`config.mk`:
```
export PLATFORM = sky130hd
export DESIGN_NAME = pupil_offset_clamp_core
export DESIGN_NICKNAME = d
export VERILOG_FILES = /design/src/sv/poc_pkg.sv /design/src/sv/poc_queue.sv /design/src/sv/poc_front.sv /design/src/sv/poc_back.sv /design/src/sv/pupil_offset_clamp_core.sv
export SDC_FILE = /design/constraint.sdc
export NUM_CORES = 2
export LEC_CHECK = 0
export BUFFER_PORTS_ARGS = -buffer_cell sky130_fd_sc_hd__buf_2
export CORE_ASPECT_RATIO = 0.8
export CORE_MARGIN = 1.5
export CORE_UTILIZATION = 59
export DETAILED_ROUTE_END_ITERATION = 12
export GPL_TIMING_DRIVEN = 0
export PLACE_DENSITY = 0.82
export REMOVE_ABC_BUFFERS = 1
export SYNTH_ARGS = -nofsm -noshare
export SYNTH_HDL_FRONTEND = slang
export SYNTH_SLANG_ARGS = --single-unit
```
`constraint.sdc`:
```
create_clock -name clock -period 7.85 [get_ports clock]
set_input_delay 1.1775 -clock clock [delete_from_list [all_inputs] [get_ports clock]]
set_output_delay 1.1775 -clock clock [all_outputs]
set_load 0.005 [all_outputs]
```
`src/sv/poc_pkg.sv`:
```
// ----------------------------------------------------------------------------
// poc_pkg
// Shared constants for the pupil offset clamp block.
// ----------------------------------------------------------------------------
package poc_pkg;

   // Width of every result offset, two's complement
   localparam int OUT_BITS = 12;

   // Configuration port
   localparam int CSR_IDX_BITS = 4;
   localparam logic [CSR_IDX_BITS-1:0] CSR_WINDOW_X = 4'd0;
   localparam logic [CSR_IDX_BITS-1:0] CSR_WINDOW_Y = 4'd1;
   localparam logic [CSR_IDX_BITS-1:0] CSR_WINDOW_W = 4'd2;
   localparam logic [CSR_IDX_BITS-1:0] CSR_WINDOW_H = 4'd3;

   // Eye geometry
   localparam int RADIUS_SUB = 4;   // taken off the raw radius
   localparam int RADIUS_MIN = 8;   // radius floor
   localparam int LIMIT_SUB  = 3;   // taken off r - r/3

endpackage

```
`src/sv/poc_queue.sv`:
```
// ----------------------------------------------------------------------------
// poc_queue
// Two-entry FIFO between the classifier and the clamp engine.
// ----------------------------------------------------------------------------
module poc_queue #(
   parameter int WIDTH = 8
) (
   input  logic             clock,
   input  logic             reset,
   input  logic             push_valid,
   output logic             push_ready,
   input  logic [WIDTH-1:0] push_data,
   output logic             pop_valid,
   input  logic             pop_ready,
   output logic [WIDTH-1:0] pop_data
);

   logic [WIDTH-1:0] mem_ff [2];
   logic             wr_ptr_ff;
   logic             rd_ptr_ff;
   logic [1:0]       count_ff;
   logic             do_push;
   logic             do_pop;

   assign push_ready = (count_ff != 2'd2);
   assign pop_valid  = (count_ff != 2'd0);
   assign pop_data   = mem_ff[rd_ptr_ff];
   assign do_push    = push_valid && push_ready;
   assign do_pop     = pop_valid && pop_ready;

   always_ff @(posedge clock) begin
      if (reset) begin
         wr_ptr_ff <= 1'b0;
         rd_ptr_ff <= 1'b0;
         count_ff  <= 2'd0;
      end else begin
         if (do_push) begin
            wr_ptr_ff <= ~wr_ptr_ff;
         end
         if (do_pop) begin
            rd_ptr_ff <= ~rd_ptr_ff;
         end
         case ({do_push, do_pop})
            2'b10:   count_ff <= count_ff + 2'd1;
            2'b01:   count_ff <= count_ff - 2'd1;
            default: count_ff <= count_ff;
         endcase
      end
   end

   always_ff @(posedge clock) begin
      if (do_push) begin
         mem_ff[wr_ptr_ff] <= push_data;
      end
   end

endmodule

```
`src/sv/poc_front.sv`:
```
// ----------------------------------------------------------------------------
// poc_front
// Accepts a pointer item, forms both eye vectors and the clamp limit, and
// flags which eyes need the clamp before handing the job to the queue.
// ----------------------------------------------------------------------------
module poc_front import poc_pkg::*; #(
   parameter int COORD_BITS = 12
) (
   input  logic                  clock,
   input  logic                  reset,
   input  logic                  in_valid,
   output logic                  in_ready,
   input  logic [COORD_BITS-1:0] pointer_x,
   input  logic [COORD_BITS-1:0] pointer_y,
   input  logic [COORD_BITS-1:0] window_x,
   input  logic [COORD_BITS-1:0] window_y,
   input  logic [COORD_BITS-1:0] window_w,
   input  logic [COORD_BITS-1:0] window_h,
   output logic                  job_valid,
   input  logic                  job_ready,
   output logic [2+(COORD_BITS-1)+3*(COORD_BITS+2)+2*(2*COORD_BITS+3)-1:0] job_data
);

   localparam int DW    = COORD_BITS + 2;
   localparam int LW    = COORD_BITS - 1;
   localparam int SQW   = 2 * COORD_BITS + 2;
   localparam int D2W   = 2 * COORD_BITS + 3;
   localparam int SHIFT = COORD_BITS + 1;
   localparam logic [COORD_BITS-1:0] RECIP =
      COORD_BITS'(((1 << (COORD_BITS + 1)) + 2) / 3);

   typedef enum logic [1:0] {
      ST_IDLE,
      ST_SQUARE,
      ST_SUM,
      ST_PUSH
   } state_type;

   state_type              state_ff;
   logic signed [DW-1:0]   dx0_ff, dx1_ff, dy_ff;
   logic [LW-1:0]          r_ff;
   logic [LW-1:0]          lim_ff;
   logic [SQW-1:0]         sqx0_ff, sqx1_ff, sqy_ff;
   logic [D2W-1:0]         d2_0_ff, d2_1_ff;
   logic [2*LW-1:0]        limsq_ff;

   logic [LW-1:0]          q, half, m, r_in;
   logic [DW-1:0]          w3, cx0, cx1, cy;
   logic [DW-1:0]          dx0_in, dx1_in, dy_in;
   logic [LW+COORD_BITS-1:0] r_prod;
   logic [LW-1:0]          r_third;
   logic signed [2*DW-1:0] sqx0_full, sqx1_full, sqy_full;
   logic [2*LW-1:0]        limsq_in;
   logic                   clamp0, clamp1;

   // Eye geometry from the window rectangle
   always_comb begin
      q    = LW'(window_w >> 2);
      half = LW'(window_h >> 1);
      m    = (q < half) ? q : half;
      r_in = (m < LW'(RADIUS_MIN + RADIUS_SUB)) ? LW'(RADIUS_MIN) : m - LW'(RADIUS_SUB);
      w3   = DW'({window_w, 1'b0}) + DW'(window_w);
      cx0  = DW'(window_x) + DW'(q) + DW'(1);
      cx1  = DW'(window_x) + (w3 >> 2) - DW'(1);
      cy   = DW'(window_y) + DW'(half);
      dx0_in = DW'(pointer_x) - cx0;
      dx1_in = DW'(pointer_x) - cx1;
      dy_in  = DW'(pointer_y) - cy;
   end

   // r/3 by reciprocal multiply, exact for r below 2^(COORD_BITS-1)
   assign r_prod  = (LW+COORD_BITS)'(r_ff) * (LW+COORD_BITS)'(RECIP);
   assign r_third = LW'(r_prod >> SHIFT);

   assign sqx0_full = dx0_ff * dx0_ff;
   assign sqx1_full = dx1_ff * dx1_ff;
   assign sqy_full  = dy_ff * dy_ff;
   assign limsq_in  = lim_ff * lim_ff;

   assign clamp0 = (d2_0_ff > D2W'(limsq_ff));
   assign clamp1 = (d2_1_ff > D2W'(limsq_ff));

   assign in_ready  = (state_ff == ST_IDLE);
   assign job_valid = (state_ff == ST_PUSH);
   assign job_data  = {clamp1, clamp0, lim_ff, dy_ff, dx1_ff, dx0_ff, d2_1_ff, d2_0_ff};

   always_ff @(posedge clock) begin
      if (reset) begin
         state_ff <= ST_IDLE;
      end else begin
         case (state_ff)
            ST_IDLE: begin
               if (in_valid) begin
                  dx0_ff   <= dx0_in;
                  dx1_ff   <= dx1_in;
                  dy_ff    <= dy_in;
                  r_ff     <= r_in;
                  state_ff <= ST_SQUARE;
               end
            end
            ST_SQUARE: begin
               lim_ff   <= r_ff - r_third - LW'(LIMIT_SUB);
               sqx0_ff  <= SQW'(sqx0_full);
               sqx1_ff  <= SQW'(sqx1_full);
               sqy_ff   <= SQW'(sqy_full);
               state_ff <= ST_SUM;
            end
            ST_SUM: begin
               d2_0_ff  <= D2W'(sqx0_ff) + D2W'(sqy_ff);
               d2_1_ff  <= D2W'(sqx1_ff) + D2W'(sqy_ff);
               limsq_ff <= limsq_in;
               state_ff <= ST_PUSH;
            end
            ST_PUSH: begin
               if (job_ready) begin
                  state_ff <= ST_IDLE;
               end
            end
            default: state_ff <= ST_IDLE;
         endcase
      end
   end

endmodule

```
`src/sv/poc_back.sv`:
```
// ----------------------------------------------------------------------------
// poc_back
// Clamp engine: bit-serial square root and two-lane restoring division per
// clamped eye, then the moved flag, stored offsets and result register.
// ----------------------------------------------------------------------------
module poc_back import poc_pkg::*; #(
   parameter int COORD_BITS = 12
) (
   input  logic                       clock,
   input  logic                       reset,
   input  logic                       job_valid,
   output logic                       job_ready,
   input  logic [2+(COORD_BITS-1)+3*(COORD_BITS+2)+2*(2*COORD_BITS+3)-1:0] job_data,
   output logic                       rsp_valid,
   input  logic                       rsp_ready,
   output logic signed [OUT_BITS-1:0] rsp_left_off_x,
   output logic signed [OUT_BITS-1:0] rsp_left_off_y,
   output logic signed [OUT_BITS-1:0] rsp_right_off_x,
   output logic signed [OUT_BITS-1:0] rsp_right_off_y,
   output logic                       rsp_moved
);

   localparam int DW    = COORD_BITS + 2;
   localparam int LW    = COORD_BITS - 1;
   localparam int D2W   = 2 * COORD_BITS + 3;
   localparam int RW    = COORD_BITS + 2;
   localparam int PW    = DW + LW;
   localparam int JW    = 2 + LW + 3 * DW + 2 * D2W;
   localparam int CNT_W = $clog2(PW + 1);
   localparam int B_DX  = 2 * D2W;

   typedef enum logic [2:0] {
      ST_IDLE,
      ST_EYE,
      ST_ROOT,
      ST_MUL,
      ST_DIV,
      ST_DONE
   } state_type;

   state_type            state_ff;
   logic                 eye_ff;
   logic [JW-1:0]        job_ff;
   logic [CNT_W-1:0]     cnt_ff;
   logic [2*RW-1:0]      rad_ff;
   logic [RW+1:0]        rem_ff;
   logic [RW-1:0]        root_ff;
   logic [PW-1:0]        num_x_ff, num_y_ff;
   logic [RW-1:0]        dr_x_ff, dr_y_ff;
   logic                 neg_x_ff, neg_y_ff;
   logic signed [DW-1:0] lx_ff, ly_ff, rx_ff, ry_ff;
   logic signed [DW-1:0] st_lx_ff, st_ly_ff, st_rx_ff, st_ry_ff;
   logic                 rsp_valid_ff;
   logic signed [OUT_BITS-1:0] out_lx_ff, out_ly_ff, out_rx_ff, out_ry_ff;
   logic                 moved_ff;

   logic [D2W-1:0]       d2_0, d2_1, cur_d2;
   logic signed [DW-1:0] dx0, dx1, dy, cur_dx;
   logic [LW-1:0]        lim;
   logic                 clamp0, clamp1, cur_clamp;
   logic [RW+3:0]        rem_sh, trial;
   logic                 root_ge;
   logic [DW-1:0]        mag_x, mag_y;
   logic [RW:0]          sh_x, sh_y;
   logic                 ge_x, ge_y;
   logic signed [DW-1:0] q_x, q_y, res_x, res_y;
   logic                 load_rsp;
   logic                 moved_in;

   // Unpack the held job
   assign d2_0   = job_ff[0 +: D2W];
   assign d2_1   = job_ff[D2W +: D2W];
   assign dx0    = job_ff[B_DX +: DW];
   assign dx1    = job_ff[B_DX + DW +: DW];
   assign dy     = job_ff[B_DX + 2*DW +: DW];
   assign lim    = job_ff[B_DX + 3*DW +: LW];
   assign clamp0 = job_ff[B_DX + 3*DW + LW];
   assign clamp1 = job_ff[B_DX + 3*DW + LW + 1];

   assign cur_d2    = eye_ff ? d2_1 : d2_0;
   assign cur_dx    = eye_ff ? dx1 : dx0;
   assign cur_clamp = eye_ff ? clamp1 : clamp0;

   // One root bit per cycle
   assign rem_sh  = {rem_ff, rad_ff[2*RW-1 -: 2]};
   assign trial   = {2'b00, root_ff, 2'b01};
   assign root_ge = (rem_sh >= trial);

   // Magnitudes for the multiply
   assign mag_x = cur_dx[DW-1] ? DW'(-cur_dx) : DW'(cur_dx);
   assign mag_y = dy[DW-1] ? DW'(-dy) : DW'(dy);

   // One quotient bit per cycle in each lane
   assign sh_x = {dr_x_ff, num_x_ff[PW-1]};
   assign sh_y = {dr_y_ff, num_y_ff[PW-1]};
   assign ge_x = (sh_x >= {1'b0, root_ff});
   assign ge_y = (sh_y >= {1'b0, root_ff});

   // Quotient after the last step, with the sign put back
   assign q_x   = DW'({num_x_ff[PW-2:0], ge_x});
   assign q_y   = DW'({num_y_ff[PW-2:0], ge_y});
   assign res_x = neg_x_ff ? -q_x : q_x;
   assign res_y = neg_y_ff ? -q_y : q_y;

   assign load_rsp = (state_ff == ST_DONE) && (!rsp_valid_ff || rsp_ready);
   assign moved_in = (lx_ff != st_lx_ff) || (ly_ff != st_ly_ff) ||
                     (rx_ff != st_rx_ff) || (ry_ff != st_ry_ff);

   assign job_ready       = (state_ff == ST_IDLE);
   assign rsp_valid       = rsp_valid_ff;
   assign rsp_left_off_x  = out_lx_ff;
   assign rsp_left_off_y  = out_ly_ff;
   assign rsp_right_off_x = out_rx_ff;
   assign rsp_right_off_y = out_ry_ff;
   assign rsp_moved       = moved_ff;

   always_ff @(posedge clock) begin
      if (reset) begin
         state_ff     <= ST_IDLE;
         eye_ff       <= 1'b0;
         rsp_valid_ff <= 1'b0;
         st_lx_ff     <= '0;
         st_ly_ff     <= '0;
         st_rx_ff     <= '0;
         st_ry_ff     <= '0;
      end else begin
         if (load_rsp) begin
            rsp_valid_ff <= 1'b1;
         end else if (rsp_ready) begin
            rsp_valid_ff <= 1'b0;
         end
         case (state_ff)
            ST_IDLE: begin
               if (job_valid) begin
                  job_ff   <= job_data;
                  eye_ff   <= 1'b0;
                  state_ff <= ST_EYE;
               end
            end
            ST_EYE: begin
               if (cur_clamp) begin
                  rad_ff   <= (2*RW)'(cur_d2);
                  rem_ff   <= '0;
                  root_ff  <= '0;
                  cnt_ff   <= CNT_W'(RW - 1);
                  state_ff <= ST_ROOT;
               end else begin
                  if (eye_ff) begin
                     rx_ff <= cur_dx;
                     ry_ff <= dy;
                     state_ff <= ST_DONE;
                  end else begin
                     lx_ff  <= cur_dx;
                     ly_ff  <= dy;
                     eye_ff <= 1'b1;
                  end
               end
            end
            ST_ROOT: begin
               rad_ff  <= {rad_ff[2*RW-3:0], 2'b00};
               rem_ff  <= root_ge ? (RW+2)'(rem_sh - trial) : (RW+2)'(rem_sh);
               root_ff <= {root_ff[RW-2:0], root_ge};
               cnt_ff  <= cnt_ff - CNT_W'(1);
               if (cnt_ff == '0) begin
                  state_ff <= ST_MUL;
               end
            end
            ST_MUL: begin
               num_x_ff <= PW'(mag_x) * PW'(lim);
               num_y_ff <= PW'(mag_y) * PW'(lim);
               neg_x_ff <= cur_dx[DW-1];
               neg_y_ff <= dy[DW-1];
               dr_x_ff  <= '0;
               dr_y_ff  <= '0;
               cnt_ff   <= CNT_W'(PW - 1);
               state_ff <= ST_DIV;
            end
            ST_DIV: begin
               dr_x_ff  <= ge_x ? RW'(sh_x - {1'b0, root_ff}) : RW'(sh_x);
               dr_y_ff  <= ge_y ? RW'(sh_y - {1'b0, root_ff}) : RW'(sh_y);
               num_x_ff <= {num_x_ff[PW-2:0], ge_x};
               num_y_ff <= {num_y_ff[PW-2:0], ge_y};
               cnt_ff   <= cnt_ff - CNT_W'(1);
               if (cnt_ff == '0) begin
                  if (eye_ff) begin
                     rx_ff    <= res_x;
                     ry_ff    <= res_y;
                     state_ff <= ST_DONE;
                  end else begin
                     lx_ff    <= res_x;
                     ly_ff    <= res_y;
                     eye_ff   <= 1'b1;
                     state_ff <= ST_EYE;
                  end
               end
            end
            ST_DONE: begin
               if (load_rsp) begin
                  st_lx_ff     <= lx_ff;
                  st_ly_ff     <= ly_ff;
                  st_rx_ff     <= rx_ff;
                  st_ry_ff     <= ry_ff;
                  state_ff     <= ST_IDLE;
               end
            end
            default: state_ff <= ST_IDLE;
         endcase
      end
   end

   always_ff @(posedge clock) begin
      if (load_rsp) begin
         out_lx_ff <= OUT_BITS'(lx_ff);
         out_ly_ff <= OUT_BITS'(ly_ff);
         out_rx_ff <= OUT_BITS'(rx_ff);
         out_ry_ff <= OUT_BITS'(ry_ff);
         moved_ff  <= moved_in;
      end
   end

   a_root_only_when_clamped: assert property (@(posedge clock) disable iff (reset)
      (state_ff == ST_ROOT) |-> cur_clamp)
      else $error("root search on an eye that needs no clamp");

   a_divisor_nonzero: assert property (@(posedge clock) disable iff (reset)
      (state_ff == ST_MUL) |-> (root_ff != '0))
      else $error("zero divisor after root search");

   a_done_loads_result: assert property (@(posedge clock) disable iff (reset)
      load_rsp |=> (rsp_valid_ff && (state_ff == ST_IDLE)))
      else $error("finished item did not reach the result register");

endmodule

```
`src/sv/pupil_offset_clamp_core.sv`:
```
// ----------------------------------------------------------------------------
// pupil_offset_clamp_core
// Pupil offsets for two eyes that follow a pointer inside a window.
// ----------------------------------------------------------------------------
// Each pointer item yields one result: the left and right pupil offsets from
// their eye centers and a moved flag that is set when any offset differs from
// the previous result (all offsets start at zero after reset). The window
// rectangle is set through the csr_ port and must only change while the block
// is idle. The front classifier steps each item through accept, square, sum
// and hand-off, the last of which waits while the queue is full, and then
// accepts the next item while the clamp engine works, with a two-entry queue
// between them. The clamp engine passes an unclamped eye straight through, and
// per clamped eye runs a bit-serial square root of COORD_BITS+2 steps, then a
// multiply by the clamp limit and a restoring division of 2*COORD_BITS+1 steps
// for both components in parallel. The result sits in an output register, so
// the engine starts the next queued item as soon as its result has moved into
// that register; a finished item waits only while the previous result is
// still untaken.
// ----------------------------------------------------------------------------
module pupil_offset_clamp_core import poc_pkg::*; #(
   parameter int COORD_BITS = 12
) (
   input  logic                       clock,
   input  logic                       reset,
   input  logic                       req_valid,
   output logic                       req_ready,
   input  logic [COORD_BITS-1:0]      req_pointer_x,
   input  logic [COORD_BITS-1:0]      req_pointer_y,
   output logic                       rsp_valid,
   input  logic                       rsp_ready,
   output logic signed [OUT_BITS-1:0] rsp_left_off_x,
   output logic signed [OUT_BITS-1:0] rsp_left_off_y,
   output logic signed [OUT_BITS-1:0] rsp_right_off_x,
   output logic signed [OUT_BITS-1:0] rsp_right_off_y,
   output logic                       rsp_moved,
   input  logic                       csr_wr_en,
   input  logic [CSR_IDX_BITS-1:0]    csr_index,
   input  logic [COORD_BITS-1:0]      csr_wdata
);

   localparam int JW = 2 + (COORD_BITS - 1) + 3 * (COORD_BITS + 2) + 2 * (2 * COORD_BITS + 3);

   logic [COORD_BITS-1:0] window_x_ff, window_y_ff, window_w_ff, window_h_ff;
   logic                  push_valid, push_ready, pop_valid, pop_ready;
   logic [JW-1:0]         push_data, pop_data;

   // Window registers; drop writes to unknown indexes
   always_ff @(posedge clock) begin
      if (reset) begin
         window_x_ff <= '0;
         window_y_ff <= '0;
         window_w_ff <= '0;
         window_h_ff <= '0;
      end else if (csr_wr_en) begin
         case (csr_index)
            CSR_WINDOW_X: window_x_ff <= csr_wdata;
            CSR_WINDOW_Y: window_y_ff <= csr_wdata;
            CSR_WINDOW_W: window_w_ff <= csr_wdata;
            CSR_WINDOW_H: window_h_ff <= csr_wdata;
            default: ;
         endcase
      end
   end

   // Accept and classify each item
   poc_front #(
      .COORD_BITS (COORD_BITS)
   ) u_front (
      .clock     (clock),
      .reset     (reset),
      .in_valid  (req_valid),
      .in_ready  (req_ready),
      .pointer_x (req_pointer_x),
      .pointer_y (req_pointer_y),
      .window_x  (window_x_ff),
      .window_y  (window_y_ff),
      .window_w  (window_w_ff),
      .window_h  (window_h_ff),
      .job_valid (push_valid),
      .job_ready (push_ready),
      .job_data  (push_data)
   );

   // Hold up to two classified items
   poc_queue #(
      .WIDTH (JW)
   ) u_queue (
      .clock      (clock),
      .reset      (reset),
      .push_valid (push_valid),
      .push_ready (push_ready),
      .push_data  (push_data),
      .pop_valid  (pop_valid),
      .pop_ready  (pop_ready),
      .pop_data   (pop_data)
   );

   // Clamp, compare with the stored offsets, and present the result
   poc_back #(
      .COORD_BITS (COORD_BITS)
   ) u_back (
      .clock           (clock),
      .reset           (reset),
      .job_valid       (pop_valid),
      .job_ready       (pop_ready),
      .job_data        (pop_data),
      .rsp_valid       (rsp_valid),
      .rsp_ready       (rsp_ready),
      .rsp_left_off_x  (rsp_left_off_x),
      .rsp_left_off_y  (rsp_left_off_y),
      .rsp_right_off_x (rsp_right_off_x),
      .rsp_right_off_y (rsp_right_off_y),
      .rsp_moved       (rsp_moved)
   );

endmodule
```
==> run_results.csv <==
group,metric,value,unit
die,start_util,59.6,%
logic_synthesis,synth_seq_cells,903,
layout,fillCellCount,9338,
route,ant_nets,0,
critical_path,path_class,"flip-flop to flip-flop",
route,vias_per_cell,5.67,
sta,tightest_slew,1350,ps
layout,final_cells,8850,
layout,finalNetCount,8603,
global_routing,grt_pass1_wl,272,mm
clock_network,cts_made_buffers,86,
logic_synthesis,yosysWarnings,0,
route,totalWireLength,168,mm
sta,skew,48.8,ps
min_path,holdPathStages,2,
placement,hpwl,127,mm
die,core_region_area,0.128,mm^2
sta,rsz0062_at_grt,"yes",
critical_path,start_kind,"flip-flop",
clock_network,cts.sinks,903,
min_path,hold_path_class,"flip-flop to flip-flop",
critical_path,r2r-end,"u_back.num_x_ff[22]",
logic_synthesis,yosysSeqAreaShare,34.1,%
placement,gp_congestion,0.906,
global_routing,first_global_vias,52588,
clock_network,holdBufCountCts,0,
global_routing,grt_max_degree,97,
die,die_h,324,um
global_routing,grt_usage,26.2,%
logic_synthesis,synth-edff-count,789,
clock_network,htree_num_levels,3,
sta,finalCritPeriodShare,98.9,%
min_path,whs_endpoint,"u_back.st_lx_ff[3]",
layout,drive_gt1_share,7.04,%
die,die_area,0.131,mm^2
min_path,holdCritStartpoint,"u_back.st_lx_ff[3]",
logic_synthesis,yosysTopAreaCellShare,31.1,%
critical_path,cp_max_fo,24,
clock_network,worstSkewPairLatency,700,ps
placement,port_buffers,95,
sta,hold_violations,0,
route,wl_per_cell,19.0,um
clock_network,cts.path.max_buffers,3,
sta,setup_violations,0,
sta,finalCriticalPeriod,7770,ps
critical_path,rrSetupSlack,80,ps
logic_synthesis,synth.avg_cell_area,10.8,um^2
job,max_cap_viol_count,0,
logic_synthesis,synth_cell_types,92,
clock_network,clkSlewWorstSetupHoldPaths,70,ps
critical_path,cp-end-kind,"flip-flop",
route,dr.pass1.iters,8,
clock_network,cts_tree,"built",
layout,area_growth_syn_to_layout,7.93,%
clock_network,cts_root_buf,"clkbuf_16",
logic_synthesis,synth_top_area_cell,"edfxtp_1",
die,ios,96,
critical_path,reg2regPathDepth,23,
die,fp-row-count,117,
route,initialDrtViolationCount,4062,
sta,max_freq,0.129,GHz
route,dr_total_vias,50147,
global_routing,grt_overflow,0,
global_routing,antenna_found_initial,4,
logic_synthesis,syn_area,0.0761,mm^2
run_status,status,"complete, no violations",
critical_path,rr_startpoint,"u_back.eye_ff",
sta,slew_violations,0,
sta,slew_headroom,7.38,%
critical_path,critical_path_required,8270,ps
logic_synthesis,ys_top_cells_by_area,"edfxtp_1 31%, fa_1 21%, ha_1 11%, inv_1 5.8%, xnor2_1 3.5%",
logic_synthesis,async_flop_share,0,%
critical_path,crit_arrival,8190,ps
logic_synthesis,synth_cells,7016,
die,dieWidth,405,um
logic_synthesis,synth-main-ff-cell,"edfxtp_1",
placement,dp_cells,8672,
route,drc,0,
-- how the worst max path moves through the flow --
stage / start / to / slack (ps) / depth (start not counted)
final: u_back.eye_ff / u_back.num_x_ff[22] / 80 / 23
after CTS: u_back.eye_ff / u_back.num_x_ff[22] / 6 / 24
after detailed placement: u_back.eye_ff / u_back.num_x_ff[22] / -850 / 26
after global routing: u_back.eye_ff / u_back.num_x_ff[22] / -190 / 26
after floorplan: u_back.eye_ff / u_back.rad_ff[0] / -500 / 3
after global placement: u_back.eye_ff / u_back.rad_ff[1] / -4660 / 3
-- synthesized netlist by cell type, types with 43 or more instances --
master and n:
xnor2_1 305, a21o_1 102, nand3_1 54, o21ai_0 138, nor2b_1 76, dfxtp_1 114
a21oi_1 301, o21bai_1 43, and2_1 353, inv_1 1179, mux2_2 124, nor3_1 55
fa_1 817, mux2i_1 115, ha_1 693, nand2b_1 52, clkbuf_1 180, nor2_1 342
xor2_1 137, nand2_1 607, edfxtp_1 789
-- layout by cell type, fill, tap and decap left out, types with 14 or more instances in the layout --
cell / synthesis / final
nor2_1: 342 / 339
nor2b_1: 76 / 74
o31ai_1: 14 / 14
mux2_2: 124 / 122
clkinv_2: 0 / 16
dfxtp_1: 114 / 112
o21a_1: 34 / 34
fa_1: 817 / 817
clkbuf_16: 0 / 90
ha_1: 693 / 693
or3_1: 24 / 24
mux2i_1: 115 / 108
nand2_1: 607 / 606
inv_1: 1179 / 1178
nor3_1: 55 / 53
o21ai_0: 138 / 137
o21bai_1: 43 / 43
edfxtp_1: 789 / 789
o21ai_1: 38 / 38
nand2b_1: 52 / 52
a21oi_1: 301 / 300
and3_1: 23 / 22
a31oi_1: 26 / 26
nand3_1: 54 / 53
xnor2_1: 305 / 293
nor4_1: 20 / 18
buf_2: 10 / 94
a211oi_1: 25 / 25
buf_4: 3 / 20
buf_12: 0 / 14
a21o_1: 102 / 102
xor2_1: 137 / 133
nand4_1: 33 / 33
and2_1: 353 / 351
clkbuf_1: 180 / 17
-- layout make-up --
class                           count  area (um^2)  area share (%)
Clock inverter                     50          563           0.686
Multi-Input combinational cell   4721        45300            55.1
Sequential cell                   903        26000            31.6
Antenna cell                        5         12.5          0.0152
Inverter                         1183         4440            5.41
Tap cell                         1725         2160            2.63
Clock buffer                      110         2350            2.86
Timing Repair Buffer              153         1370            1.66
-- flip-flops by register name (all words and copies together), names as in the netlist, 16 cells and up --
register / count
u_front.d2_1_ff: 27
u_front.d2_0_ff: 27
u_front.limsq_ff: 21
u_back.num_x_ff: 25
u_back.rem_ff: 16
u_queue.mem_ff: 218
u_back.job_ff: 109
u_front.sqy_ff: 25
u_front.sqx1_ff: 25
u_back.rad_ff: 28
u_back.num_y_ff: 25
u_front.sqx0_ff: 25
-- cells by family after synthesis --
family / count (synthesis) / share of synthesized area [%]
AO/OA/AOI/OAI: 822 / 6.75
adder cells (fa/ha/maj): 1510 / 32.9
XOR/XNOR: 442 / 5.09
AND/OR/NAND/NOR: 1708 / 10.9
buffers and inverters: 1392 / 6.91
flip-flops: 903 / 34.1
multiplexers: 239 / 3.35
-- metrics by stage --
stage | setup slack (ps) | instance area, um^2 | hold WS (ps) | setup TNS (ps) | utilization, %
5_1_grt | -188 | 82100 | 486 | -194 | 64.3
3_3_place_gp | -4660 | 77900 | 446 | -1059560 | 61.0
4_1_cts | 5.99 | 81900 | 468 | 0 | 64.1
6_report | 83.2 | 82100 | 470 | 0 | 64.3
2_1_floorplan | -498 | 75300 | 436 | -29580 | -
3_5_place_dp | -850 | 78800 | 457 | -2860 | 61.7
-- layer usage --
layer | vias to the layer above | track usage (%) | wire length, um
li1 | 23073 | - | -
met1 | 25006 | 34.7 | 69200
met2 | 1774 | 44.1 | 80800
met3 | 290 | 4.26 | 12300
met4 | 4 | 9.00 | 5660
met5 | - | 0 | 27
-- critical path: stages (launching register included) --
cell and delay [ps]:
dfxtp_4 450, buf_16 250, mux2i_1 1120, nand3_1 200, nor2_2 470, nand2_1 140, fa_1 530, inv_1 50
fa_1 520, fa_1 440, fa_1 540, inv_1 50, fa_1 520, inv_1 40, ha_1 370, a21oi_4 220
nand2_1 70, nand2_1 90, a31oi_1 70, o311a_1 370, or4_1 410, a31oi_1 220, xor2_1 180, o21ai_1 80
-- what timing repair did --
action | 4_1_cts | 5_1_grt
resized for setup | 20 | 20
cloned | 0 | 1
buffers inserted | 4 | 8
pin swaps | 1 | 1
endpoints found under the setup margin | 7 | 14
Power is left out: the tool's default activity adds up to more than one toggle a clock period on the data nets, which glitch-free logic cannot reach.
